$ cat config.mk
export PLATFORM = sky130hd
export DESIGN_NAME = touch_point_tracker_unit
export DESIGN_NICKNAME = d
export VERILOG_FILES = /design/src/hw/rtl/tpt_pkg.sv /design/src/hw/rtl/tpt_match_unit.sv /design/src/hw/rtl/tpt_slot_file.sv /design/src/hw/rtl/touch_point_tracker_unit.sv
export SDC_FILE = /design/constraint.sdc
export NUM_CORES = 1
export LEC_CHECK = 0
export BUFFER_PORTS_ARGS = -buffer_cell sky130_fd_sc_hd__clkbuf_2
export CAP_MARGIN = 20
export CORE_MARGIN = 1.5
export CORE_UTILIZATION = 57
export DETAILED_ROUTE_END_ITERATION = 10
export PLACE_DENSITY_LB_ADDON = 0.1
export SLEW_MARGIN = 20
export SYNTH_ARGS = -nofsm -noshare
export SYNTH_HDL_FRONTEND = slang
export SYNTH_SLANG_ARGS = --single-unit
$ cat constraint.sdc
create_clock -name clk_i -period 12.3 [get_ports clk_i]
set_input_delay 1.23 -clock clk_i [delete_from_list [all_inputs] [get_ports clk_i]]
set_output_delay 1.23 -clock clk_i [all_outputs]
set_load 0.02 [all_outputs]
$ cat src/hw/rtl/tpt_pkg.sv
// ----------------------------------------------------------------------------
// tpt_pkg
// Types, codes and reset values shared by the touch point tracker modules.
// ----------------------------------------------------------------------------
package tpt_pkg;

  localparam int unsigned NUM_SLOTS = 5;

  localparam logic [15:0] NONE_COORD = 16'hFFFF;
  localparam logic [7:0]  NONE_ID    = 8'hFF;
  localparam logic [7:0]  NO_FREE_ID = 8'h00;

  localparam int unsigned CFG_IDX_W  = 4;
  localparam int unsigned CFG_DATA_W = 16;

  localparam logic [1:0]  RST_DIRECTION = 2'd3;
  localparam logic [15:0] RST_WIDTH     = 16'd800;
  localparam logic [15:0] RST_HEIGHT    = 16'd480;
  localparam logic [7:0]  RST_MATCH     = 8'd10;

  typedef enum logic [1:0] {
    PHASE_UP   = 2'd0,
    PHASE_DOWN = 2'd1,
    PHASE_MOVE = 2'd2
  } phase_e;

  typedef enum logic [1:0] {
    DIR_UP    = 2'd0,
    DIR_DOWN  = 2'd1,
    DIR_LEFT  = 2'd2,
    DIR_RIGHT = 2'd3
  } direction_e;

  typedef enum logic [CFG_IDX_W-1:0] {
    CFG_DIRECTION = 4'd0,
    CFG_WIDTH     = 4'd1,
    CFG_HEIGHT    = 4'd2,
    CFG_MATCH     = 4'd3
  } cfg_reg_e;

  typedef enum logic [1:0] {
    ST_IDLE,
    ST_MATCH,
    ST_FREE,
    ST_DONE
  } tpt_state_e;

  typedef struct packed {
    logic [7:0]  finger_count;
    logic [2:0]  slot_index;
    logic [11:0] raw_x;
    logic [11:0] raw_y;
  } tpt_in_t;

  typedef struct packed {
    logic [2:0]  out_slot;
    logic [15:0] pos_x;
    logic [15:0] pos_y;
    logic [1:0]  phase;
    logic [7:0]  touch_id;
  } tpt_out_t;

  // one slot entry, as written back into the slot file
  typedef struct packed {
    logic [15:0] x;
    logic [15:0] y;
    logic [1:0]  phase;
    logic [7:0]  id;
  } slot_wr_t;

endpackage

$ cat src/hw/rtl/tpt_match_unit.sv
// ----------------------------------------------------------------------------
// tpt_match_unit
// Shared proximity compare: both axes strictly closer than the match distance.
// ----------------------------------------------------------------------------
module tpt_match_unit import tpt_pkg::*; (
  input  logic [15:0] new_x_i,
  input  logic [15:0] new_y_i,
  input  logic [15:0] old_x_i,
  input  logic [15:0] old_y_i,
  input  logic [7:0]  distance_i,
  output logic        hit_o
);

  logic [15:0] diff_x;
  logic [15:0] diff_y;

  always_comb begin
    diff_x = (new_x_i >= old_x_i) ? (new_x_i - old_x_i) : (old_x_i - new_x_i);
    diff_y = (new_y_i >= old_y_i) ? (new_y_i - old_y_i) : (old_y_i - new_y_i);
    hit_o  = (diff_x < {8'd0, distance_i}) && (diff_y < {8'd0, distance_i});
  end

endmodule

$ cat src/hw/rtl/tpt_slot_file.sv
// ----------------------------------------------------------------------------
// tpt_slot_file
// Per-slot point, phase and id registers with a scan read port, a current-slot
// phase read, an id-in-use check and one write port.
// ----------------------------------------------------------------------------
module tpt_slot_file import tpt_pkg::*; #(
  parameter int unsigned SLOT_COUNT = NUM_SLOTS,
  localparam int unsigned IW = (SLOT_COUNT > 1) ? $clog2(SLOT_COUNT) : 1,
  localparam int unsigned CW = $clog2(SLOT_COUNT + 1)
) (
  input  logic          clk_i,
  input  logic          rst_ni,
  input  logic [IW-1:0] scan_idx_i,
  output logic [15:0]   scan_x_o,
  output logic [15:0]   scan_y_o,
  output logic [7:0]    scan_id_o,
  input  logic [IW-1:0] cur_idx_i,
  output logic [1:0]    cur_phase_o,
  input  logic [CW-1:0] cand_i,
  output logic          cand_used_o,
  input  logic          wr_en_i,
  input  slot_wr_t      wr_i
);

  logic [15:0] x_q     [SLOT_COUNT];
  logic [15:0] y_q     [SLOT_COUNT];
  logic [1:0]  phase_q [SLOT_COUNT];
  logic [7:0]  id_q    [SLOT_COUNT];

  always_ff @(posedge clk_i or negedge rst_ni) begin
    if (!rst_ni) begin
      for (int k = 0; k < SLOT_COUNT; k++) begin
        x_q[k]     <= NONE_COORD;
        y_q[k]     <= NONE_COORD;
        phase_q[k] <= PHASE_UP;
        id_q[k]    <= NONE_ID;
      end
    end else if (wr_en_i) begin
      x_q[cur_idx_i]     <= wr_i.x;
      y_q[cur_idx_i]     <= wr_i.y;
      phase_q[cur_idx_i] <= wr_i.phase;
      id_q[cur_idx_i]    <= wr_i.id;
    end
  end

  assign scan_x_o    = x_q[scan_idx_i];
  assign scan_y_o    = y_q[scan_idx_i];
  assign scan_id_o   = id_q[scan_idx_i];
  assign cur_phase_o = phase_q[cur_idx_i];

  // the current slot's own id counts as released during the free-id search
  always_comb begin
    cand_used_o = 1'b0;
    for (int k = 0; k < SLOT_COUNT; k++) begin
      if ((IW'(k) != cur_idx_i) && (id_q[k] == 8'(cand_i))) begin
        cand_used_o = 1'b1;
      end
    end
  end

endmodule

$ cat src/hw/rtl/touch_point_tracker_unit.sv
// ----------------------------------------------------------------------------
// touch_point_tracker_unit
// Tracks touch slots from controller slot reports and assigns tracking ids.
//
// Input channel (in_valid_i / in_stall_o / in_data_i) takes one slot report
// per transaction; output channel (out_valid_o / out_stall_i / out_data_o)
// returns the slot's new contents, one result per in-range report. Reports
// for a slot index at or above SLOT_COUNT are taken and dropped.
// Path from acceptance to the result register: an inactive slot goes straight
//   to the final step; an active slot first scans the stored slots through
//   the one match compare unit (one slot a cycle) and then, if needed, runs
//   the free-id search (one candidate id a cycle). The next report is taken
//   in the cycle after the result is loaded.
// The input stalls while a report is in work; it is taken again as soon as
// the result is loaded, even while that result waits in the output register.
// A stalled result holds, and the next report then waits in its final step.
// Configuration writes (cfg_valid_i / cfg_ready_o) are always accepted. The user
// must issue them only while the block is idle; the block does not enforce it.
// Reset clears all slots to no point, up phase, no id, and loads the default
// configuration; the block is ready in the first cycle after reset.
// ----------------------------------------------------------------------------
module touch_point_tracker_unit import tpt_pkg::*; #(
  parameter int unsigned SLOT_COUNT = NUM_SLOTS
) (
  input  logic                  clk_i,
  input  logic                  rst_ni,
  input  logic                  in_valid_i,
  output logic                  in_stall_o,
  input  tpt_in_t               in_data_i,
  output logic                  out_valid_o,
  input  logic                  out_stall_i,
  output tpt_out_t              out_data_o,
  input  logic                  cfg_valid_i,
  output logic                  cfg_ready_o,
  input  logic [CFG_IDX_W-1:0]  cfg_index_i,
  input  logic [CFG_DATA_W-1:0] cfg_data_i
);

  localparam int unsigned IW = (SLOT_COUNT > 1) ? $clog2(SLOT_COUNT) : 1;
  localparam int unsigned CW = $clog2(SLOT_COUNT + 1);

  tpt_state_e state_q, state_d;

  logic [1:0]  dir_q;
  logic [15:0] width_q, height_q;
  logic [7:0]  dist_q;

  logic [2:0]    slot_q, slot_d;
  logic          active_q, active_d;
  logic [15:0]   px_q, px_d, py_q, py_d;
  logic [IW-1:0] scan_q, scan_d;
  logic [CW-1:0] cand_q, cand_d;
  logic [7:0]    id_q, id_d;

  logic     out_valid_q, out_valid_d;
  tpt_out_t out_q, out_d;

  logic [15:0] scan_x, scan_y;
  logic [7:0]  scan_id;
  logic [1:0]  cur_phase;
  logic        cand_used;
  logic        hit;
  logic        wr_en;
  slot_wr_t    wr;

  logic        in_take;
  logic        in_range, in_active;
  logic [15:0] big_side, small_side;
  logic [1:0]  next_phase;

  // ---------------------------------------------------------------- config
  assign cfg_ready_o = 1'b1;

  always_ff @(posedge clk_i or negedge rst_ni) begin
    if (!rst_ni) begin
      dir_q    <= RST_DIRECTION;
      width_q  <= RST_WIDTH;
      height_q <= RST_HEIGHT;
      dist_q   <= RST_MATCH;
    end else if (cfg_valid_i) begin
      unique case (cfg_index_i)
        CFG_DIRECTION: dir_q    <= cfg_data_i[1:0];
        CFG_WIDTH:     width_q  <= cfg_data_i;
        CFG_HEIGHT:    height_q <= cfg_data_i;
        CFG_MATCH:     dist_q   <= cfg_data_i[7:0];
        default: ;
      endcase
    end
  end

  // ---------------------------------------------------------------- units
  tpt_slot_file #(
    .SLOT_COUNT (SLOT_COUNT)
  ) u_slots (
    .clk_i       (clk_i),
    .rst_ni      (rst_ni),
    .scan_idx_i  (scan_q),
    .scan_x_o    (scan_x),
    .scan_y_o    (scan_y),
    .scan_id_o   (scan_id),
    .cur_idx_i   (IW'(slot_q)),
    .cur_phase_o (cur_phase),
    .cand_i      (cand_q),
    .cand_used_o (cand_used),
    .wr_en_i     (wr_en),
    .wr_i        (wr)
  );

  tpt_match_unit u_match (
    .new_x_i    (px_q),
    .new_y_i    (py_q),
    .old_x_i    (scan_x),
    .old_y_i    (scan_y),
    .distance_i (dist_q),
    .hit_o      (hit)
  );

  // ---------------------------------------------------------------- intake
  assign in_stall_o = (state_q != ST_IDLE);
  assign in_take    = in_valid_i && !in_stall_o;

  always_comb begin
    in_range   = (32'(in_data_i.slot_index) < 32'(SLOT_COUNT));
    // counts above the slot count read as no fingers
    in_active  = (32'(in_data_i.finger_count) <= 32'(SLOT_COUNT)) &&
                 ({5'd0, in_data_i.slot_index} < in_data_i.finger_count);
    big_side   = (width_q > height_q) ? width_q : height_q;
    small_side = (width_q < height_q) ? width_q : height_q;
  end

  always_comb begin
    unique case (cur_phase)
      PHASE_UP:   next_phase = PHASE_DOWN;
      PHASE_DOWN: next_phase = PHASE_MOVE;
      default:    next_phase = cur_phase;
    endcase
  end

  // ---------------------------------------------------------------- sequencer
  always_ff @(posedge clk_i or negedge rst_ni) begin
    if (!rst_ni) begin
      state_q     <= ST_IDLE;
      out_valid_q <= 1'b0;
    end else begin
      state_q     <= state_d;
      out_valid_q <= out_valid_d;
    end
  end

  always_ff @(posedge clk_i) begin
    slot_q   <= slot_d;
    active_q <= active_d;
    px_q     <= px_d;
    py_q     <= py_d;
    scan_q   <= scan_d;
    cand_q   <= cand_d;
    id_q     <= id_d;
    out_q    <= out_d;
  end

  always_comb begin
    state_d     = state_q;
    slot_d      = slot_q;
    active_d    = active_q;
    px_d        = px_q;
    py_d        = py_q;
    scan_d      = scan_q;
    cand_d      = cand_q;
    id_d        = id_q;
    out_valid_d = out_valid_q && out_stall_i;
    out_d       = out_q;
    wr_en       = 1'b0;
    wr.x        = active_q ? px_q : NONE_COORD;
    wr.y        = active_q ? py_q : NONE_COORD;
    wr.phase    = active_q ? next_phase : PHASE_UP;
    wr.id       = active_q ? id_q : NONE_ID;

    unique case (state_q)
      ST_IDLE: begin
        if (in_take && in_range) begin
          slot_d   = in_data_i.slot_index;
          active_d = in_active;
          scan_d   = '0;
          cand_d   = CW'(1);
          unique case (in_data_i.finger_count == 8'd0 ? DIR_UP : direction_e'(dir_q))
            DIR_LEFT: begin
              px_d = big_side - {4'd0, in_data_i.raw_y};
              py_d = small_side - {4'd0, in_data_i.raw_x};
            end
            DIR_RIGHT: begin
              px_d = {4'd0, in_data_i.raw_y};
              py_d = {4'd0, in_data_i.raw_x};
            end
            default: begin
              px_d = NONE_COORD;
              py_d = NONE_COORD;
            end
          endcase
          state_d = in_active ? ST_MATCH : ST_DONE;
        end
      end
      ST_MATCH: begin
        if (hit) begin
          id_d    = scan_id;
          state_d = (scan_id == NONE_ID) ? ST_FREE : ST_DONE;
        end else if (scan_q == IW'(SLOT_COUNT - 1)) begin
          state_d = ST_FREE;
        end else begin
          scan_d = scan_q + IW'(1);
        end
      end
      ST_FREE: begin
        if (!cand_used) begin
          id_d    = 8'(cand_q);
          state_d = ST_DONE;
        end else if (cand_q == CW'(SLOT_COUNT)) begin
          id_d    = NO_FREE_ID;
          state_d = ST_DONE;
        end else begin
          cand_d = cand_q + CW'(1);
        end
      end
      ST_DONE: begin
        if (!out_valid_q || !out_stall_i) begin
          wr_en          = 1'b1;
          out_valid_d    = 1'b1;
          out_d.out_slot = slot_q;
          out_d.pos_x    = wr.x;
          out_d.pos_y    = wr.y;
          out_d.phase    = wr.phase;
          out_d.touch_id = wr.id;
          state_d        = ST_IDLE;
        end
      end
      default: state_d = ST_IDLE;
    endcase
  end

  assign out_valid_o = out_valid_q;
  assign out_data_o  = out_q;

  // ---------------------------------------------------------------- checks
  a_result_from_done: assert property (@(posedge clk_i) disable iff (!rst_ni)
    $rose(out_valid_q) |-> $past(state_q) == ST_DONE)
    else $error("result loaded outside the final step");

  a_cand_range: assert property (@(posedge clk_i) disable iff (!rst_ni)
    state_q == ST_FREE |-> (cand_q != '0) && (32'(cand_q) <= 32'(SLOT_COUNT)))
    else $error("free-id candidate out of range");

  a_id_range: assert property (@(posedge clk_i) disable iff (!rst_ni)
    out_valid_q |-> (out_q.touch_id == NONE_ID) ||
                    (32'(out_q.touch_id) <= 32'(SLOT_COUNT)))
    else $error("tracking id out of range");

  a_inactive_clear: assert property (@(posedge clk_i) disable iff (!rst_ni)
    out_valid_q && (out_q.touch_id == NONE_ID) |-> out_q.phase == PHASE_UP)
    else $error("cleared slot reports a touch phase");

endmodule

---- Word level (Yosys, flattened, before mapping) ----
Index checks and enable logic that the tools add are counted.
operators by class
  $add $sub $neg .......................... 8
  bitwise logic cells ..................... 2
  eq/ne operators ......................... 30
  multiplexer cells ....................... 64
  $lt $le $gt $ge ......................... 12
  reduce and logical (&&, ||, !) cells .... 34
operators by type and width
  kind                                          number
  2-to-1 mux 16 bit                             11
  bitwise mux 80 bit                            2
  binary-select mux 16 bit (select 3 bit)       2
  one-hot mux 16 bit (2 select lines)           2
  subtractor 16 bit                             4
  2-to-1 mux 8 bit                              7
  demux 16 bit (select 3 bit)                   1
  bitwise mux 40 bit                            1
  equality test 8 x 3 -> 1 bit                  5
  greater-or-equal comparator 16 bit            2
  less-than comparator 16 x 8 -> 1 bit          2
  subtractor 16 x 12 -> 16 bit                  2
  binary-select mux 8 bit (select 3 bit)        1
  demux 8 bit (select 3 bit)                    1
  2-to-1 mux 2 bit                              12
  2-to-1 mux 3 bit                              6
  greater-than comparator 16 bit                1
  less-than comparator 16 bit                   1
  one-hot mux 8 bit (2 select lines)            1
  inequality test 2 bit, second input constant  7
  one-hot mux 3 bit (2 select lines)            2
  AND reduction 2 bit                           6
  AND reduction 4 bit                           3
  logical AND 1 bit                             11
  31 further kinds                              57
storage, ports and cells
  input bits .............................. 60
  output and inout bits ................... 48
  register bits ........................... 350

---- Depth between registers and ports, before layout ----
  word-level depth ........................ 10
  gate-level depth with buffers ........... 32

---- Cells and area by module ----
From an unflattened synthesis, not the netlist that was laid out.
second synthesis, totals
  cell total of the unflattened synthesis .. 1954
  area, all modules ....................... 21393.0 µm²
by module, submodules not included
  module                    area an instance (µm²)  cells an instance  seq. area each (µm²)  instances
  tpt_slot_file             10002.1                 728                5505.3                1
  touch_point_tracker_unit  7686.1                  693                3992.6                1
  tpt_match_unit            3704.8                  533                0.0                   1

---- Least setup slack after synthesis ----
OpenSTA, ideal clock, no wires.
  path type ............................... register to register
  start ................................... reg scan_q[0]
  end ..................................... reg id_q[0], enable pin
  setup time .............................. 0.370 ns
  cell stages (with the launch flop) ...... 30
  data arrival time ....................... 6.729 ns
  buffers on the path ..................... 7
  clock period less this slack ............ 7.100 ns
  path slack .............................. 5.200 ns
  path through ............................ edfxtp_1 -> clkbuf_1 -> buf_1 -> clkbuf_1 -> buf_1 -> mux2i_1 -> o22a_1 -> inv_1 -> ha_1 -> clkbuf_1 -> nand2_1 -> nor2_1 -> nand4_1 -> nand2_1 -> buf_2 -> buf_1 -> mux2i_1 -> xor2_1 -> ha_1 -> a21oi_1 -> a21boi_0 -> a2111oi_0 -> o221ai_1 -> a2111oi_0 -> nand4_1 -> o22ai_1 -> nand3_1 -> nor4_4 -> mux2i_1 -> nor2_1
between the ends
  longest elaborated chain between the ends .. 10
ends and longest elaborated chain
  what                                                               RTL line                                    RTL
  start, declared                                                    touch_point_tracker_unit.sv:51              logic [IW-1:0] scan_q, scan_d;
  start signal, assigned                                             touch_point_tracker_unit.sv:155             scan_q <= scan_d;
  inverter 3 -> 4 bit (not written as such) *                        tpt_slot_file.sv:46, tpt_slot_file.sv:47
  binary-select mux 16 bit (select 3 bit), on equally long branches  tpt_slot_file.sv:46, tpt_slot_file.sv:47
  2-to-1 mux 16 bit, on equally long branches (2 in a row)           tpt_slot_file.sv:46, tpt_slot_file.sv:47
  subtractor 16 bit, or another cell as far along                    tpt_match_unit.sv:18                        diff_x = (new_x_i >= old_x_i) ? (new_x_i - old_x_i) : (old_x_i - new_x_i);
  2-to-1 mux 16 bit, on equally long branches                        tpt_match_unit.sv:18, tpt_match_unit.sv:19
  less-than comparator 16 x 8 -> 1 bit                               tpt_match_unit.sv:20                        hit_o = (diff_x < {8'd0, distance_i}) && (diff_y < {8'd0, distance_i});
  logical AND 1 bit *                                                tpt_match_unit.sv:20
  inequality test 2 bit (no line) *                                  --
  AND reduction 3 bit (no line) *                                    --
  end signal, assigned                                               touch_point_tracker_unit.sv:157             id_q <= id_d;
  end, declared                                                      touch_point_tracker_unit.sv:53              logic [7:0] id_q, id_d;
Every way passes the cells marked *; elsewhere a longest branch is shown, timed or not. The select of a mux whose other input is x is not followed.
A chain may end at the register's enable or synchronous reset.

---- Worst setup path after layout ----
  start ................................... reg scan_q[2]
  end ..................................... reg id_q[5], enable pin
Same word-level chain as after synthesis.

==> results.json <==
{
  "status": "complete, but fails checks",
  "violations": "DRC",
  "place_ws_ns": 4.23,
  "synth_nets": 2390,
  "arrival_ns": 8.43,
  "grt_pass1_vias": 16011,
  "whs_ns": 0.480,
  "worst_pin_slew_ns": 0.998,
  "area_growth_pct": 10.1,
  "clock_latency_ns": 0.57,
  "post-route-period-util_pct": 66.9,
  "avgSynthCellArea_um2": 9.46,
  "core_area_um2": 35700,
  "p_per_area_nw_per_um2": 314,
  "dr_wl_met2_um": 24800,
  "place.port_buffers": 106,
  "maxSlewHeadroom_pct": 33.5,
  "routed_via_density": 5.86,
  "min_period_ns": 8.23,
  "antenna_left": 0,
  "final_core_util_pct": 64.0,
  "cts_buffer_depth": 3,
  "die_w_um": 194,
  "hold_class": "reg2reg",
  "yosysSeqAreaShare_pct": 45.7,
  "drive_gt1_share_pct": 20.5,
  "start_util_pct": 58.2,
  "synth.area.top_cells": "dfstp_2, edfxtp_1, ha_1",
  "dpl_cell_area_um2": 21600,
  "cts.sinks": 350,
  "syn-cell-area_um2": 20800,
  "worst_slack_ns": 4.07,
  "holdPathStages": 2,
  "reg2reg_depth": 23,
  "max_freq_mhz": 121,
  "cellLeakagePower_nw": 9.88,
  "routedWlPerCell_um": 19.3,
  "postCtsSetupBuffers": 0,
  "rrSetupSlack_ns": 4.07,
  "insertedDiodeCount": 0,
  "syn_inst": 2197,
  "drt-met1-wl_um": 23400,
  "skew_ns": 0.0184,
  "min_to": "u_slots.y_q[37]$_DFFE_PN1P_",
  "async_flop_share_pct": 72.9,
  "route.met3.wl_um": 2980,
  "clkTransAtPathRegs_ns": 0.06,
  "maxCapViolations": 0,
  "hold_viol": 0,
  "r2r_end": "id_q[5]$_SDFFCE_PN0P_",
  "grt_start_max_net_pins": 115,
  "cts_resized": 0,
  "finalNetCount": 2436,
  "htreeDepth": 2,
  "num_rows": 69,
  "layout_commonest_cell": "nand2_1",
  "ys_ff_latch": 350,
  "yosys.area.top_type": "dfstp_2",
  "route.vias.total": 16024,
  "setup.worst_path.class": "reg2reg",
  "grt_overflow": 0,
  "place_congestion": 0.944,
  "hold_buffers": 0,
  "antenna_found_initial": 0,
  "grt_pass1_wl_um": 84900,
  "drt-pass1-iter-count": 8,
  "grtUsageTotal_pct": 28.2,
  "final_cell_mix": "nand2_1, o21ai_0, dfstp_2",
  "min_from": "u_slots.y_q[37]$_DFFE_PN1P_",
  "ir_drop_mv": 0.130,
  "drv_slew": 0,
  "post-dp-hpwl_um": 37600,
  "io-pin-count": 108,
  "cts_tree": "done",
  "cp_max_fo": 25,
  "rsz0062_at_grt": "false",
  "drt-total-wl_um": 52800,
  "die_h_um": 194,
  "post-route-drc-count": 9,
  "postLayoutCellArea_um2": 22900,
  "critical_path.endpoint_type": "flop",
  "die_area_um2": 37600,
  "top_layer_used": "met4",
  "tns_ns": 0,
  "required_ns": 12.50,
  "yosysWarnings": 0,
  "cts-root-buf": "clkbuf_16",
  "synth_top_area_share_pct": 26.7,
  "setup_viol": 0,
  "synth-edff-count": 95,
  "synth_ff_type": "dfstp_2",
  "startpoint_type": "flop",
  "drt_iter0_drc": 978,
  "synth.distinct_cells": 84,
  "cts_made_buffers": 40,
  "r2r_start": "scan_q[2]$_SDFFCE_PN0P_"
}
-- flip-flops by register name, summed over array words and instances, names as in the netlist, 8 cells and up --
signal,count
u_slots.x_q,80
u_slots.y_q,80
out_data_o,45
u_slots.id_q,40
height_q,16
px_q,16
py_q,16
width_q,16
u_slots.phase_q,10
dist_q,8
id_q,8
-- stage by stage --
step,instances,total power [W]
floorplan,2197,0.00507
global placement,2662,0.00590
detailed placement,2662,0.00600
CTS,2736,0.00719
global route,2736,0.00774
finish,2736,0.00719
-- cell type report --
| cell class | count | area [µm²] |
|---|---|---|
| Fill cell | 3002 | 12900 |
| Multi-Input combinational cell | 1546 | 10200 |
| Tap cell | 461 | 577 |
| Clock buffer | 56 | 1160 |
| Sequential cell | 350 | 9500 |
| Inverter | 180 | 677 |
| Timing Repair Buffer | 125 | 683 |
| Clock inverter | 18 | 131 |
-- synthesized netlist by cell type (all sizes together) (27+ instances only) --
master    n
ha      127
a21oi   188
nor2b    62
clkbuf   90
buf      31
dfrtp    44
mux2     32
edfxtp   95
nor2    177
mux2i    96
nand2   257
inv     179
dfstp   211
o22a     29
a21o     27
xnor2    42
o21ai   240
-- cell families (layout without fill, tap and decap cells) --
logic type / Yosys count / count (layout) / share of synthesized area, %
other cells: 1 / 1 / 0.0180
xor+xnor: 63 / 63 / 2.65
buf+inv: 301 / 379 / 5.62
simple gates: 606 / 606 / 13.1
flops: 350 / 350 / 45.7
compound gates: 611 / 611 / 17.9
mux: 132 / 132 / 6.79
fa+ha+maj: 133 / 133 / 8.22
-- worst max path at each step --
stage,slack (ns),to,startpoint,cells past startpoint
after floorplan,5.20,id_q[0]$_DFFE_PP_,scan_q[0]$_SDFFCE_PN0P_,29
after global placement,4.56,id_q[2]$_DFFE_PP_,scan_q[2]$_SDFFCE_PN0P_,23
after detailed placement,4.23,id_q[2]$_DFFE_PP_,scan_q[2]$_SDFFCE_PN0P_,23
after CTS,4.20,id_q[5]$_SDFFCE_PN0P_,scan_q[2]$_SDFFCE_PN0P_,23
after global routing,3.54,id_q[5]$_SDFFCE_PN0P_,scan_q[2]$_SDFFCE_PN0P_,27
final,4.07,id_q[5]$_SDFFCE_PN0P_,scan_q[2]$_SDFFCE_PN0P_,23
-- metal layers --
| metal | track usage, % | up-vias |
|---|---|---|
| li1 | - | 7718 |
| met1 | 38.2 | 7762 |
| met2 | 46.3 | 453 |
| met3 | 3.98 | 91 |
| met4 | 10.8 | 0 |
| met5 | 0 | - |
-- critical path, stage by stage (launching register included) --
cell and delay [ns]:
edfxtp_1 0.90, nand2b_1 0.72, buf_4 0.46, o22a_1 0.24, inv_1 0.05, ha_1 0.42
a211oi_4 0.36, o211a_1 0.23, o21ai_2 0.09, o21ai_2 0.21, nand2_1 0.28, mux2_2 0.36
a221oi_1 0.29, xnor2_1 0.17, ha_1 0.27, a2111oi_0 0.43, o221ai_1 0.27, a2111oi_0 0.37
nand4_1 0.14, o22ai_1 0.20, nand3_1 0.15, nor4_4 0.53, mux2i_1 0.15, nor2_1 0.55
-- where the power goes --
group | total (W) | internal (W) | switching (W)
Combinational | 0.00380 | 0.00154 | 0.00226
Clock | 0.00117 | 0.000684 | 0.000488
Sequential | 0.00221 | 0.00191 | 0.000302
(Power assumes the default switching activity.)
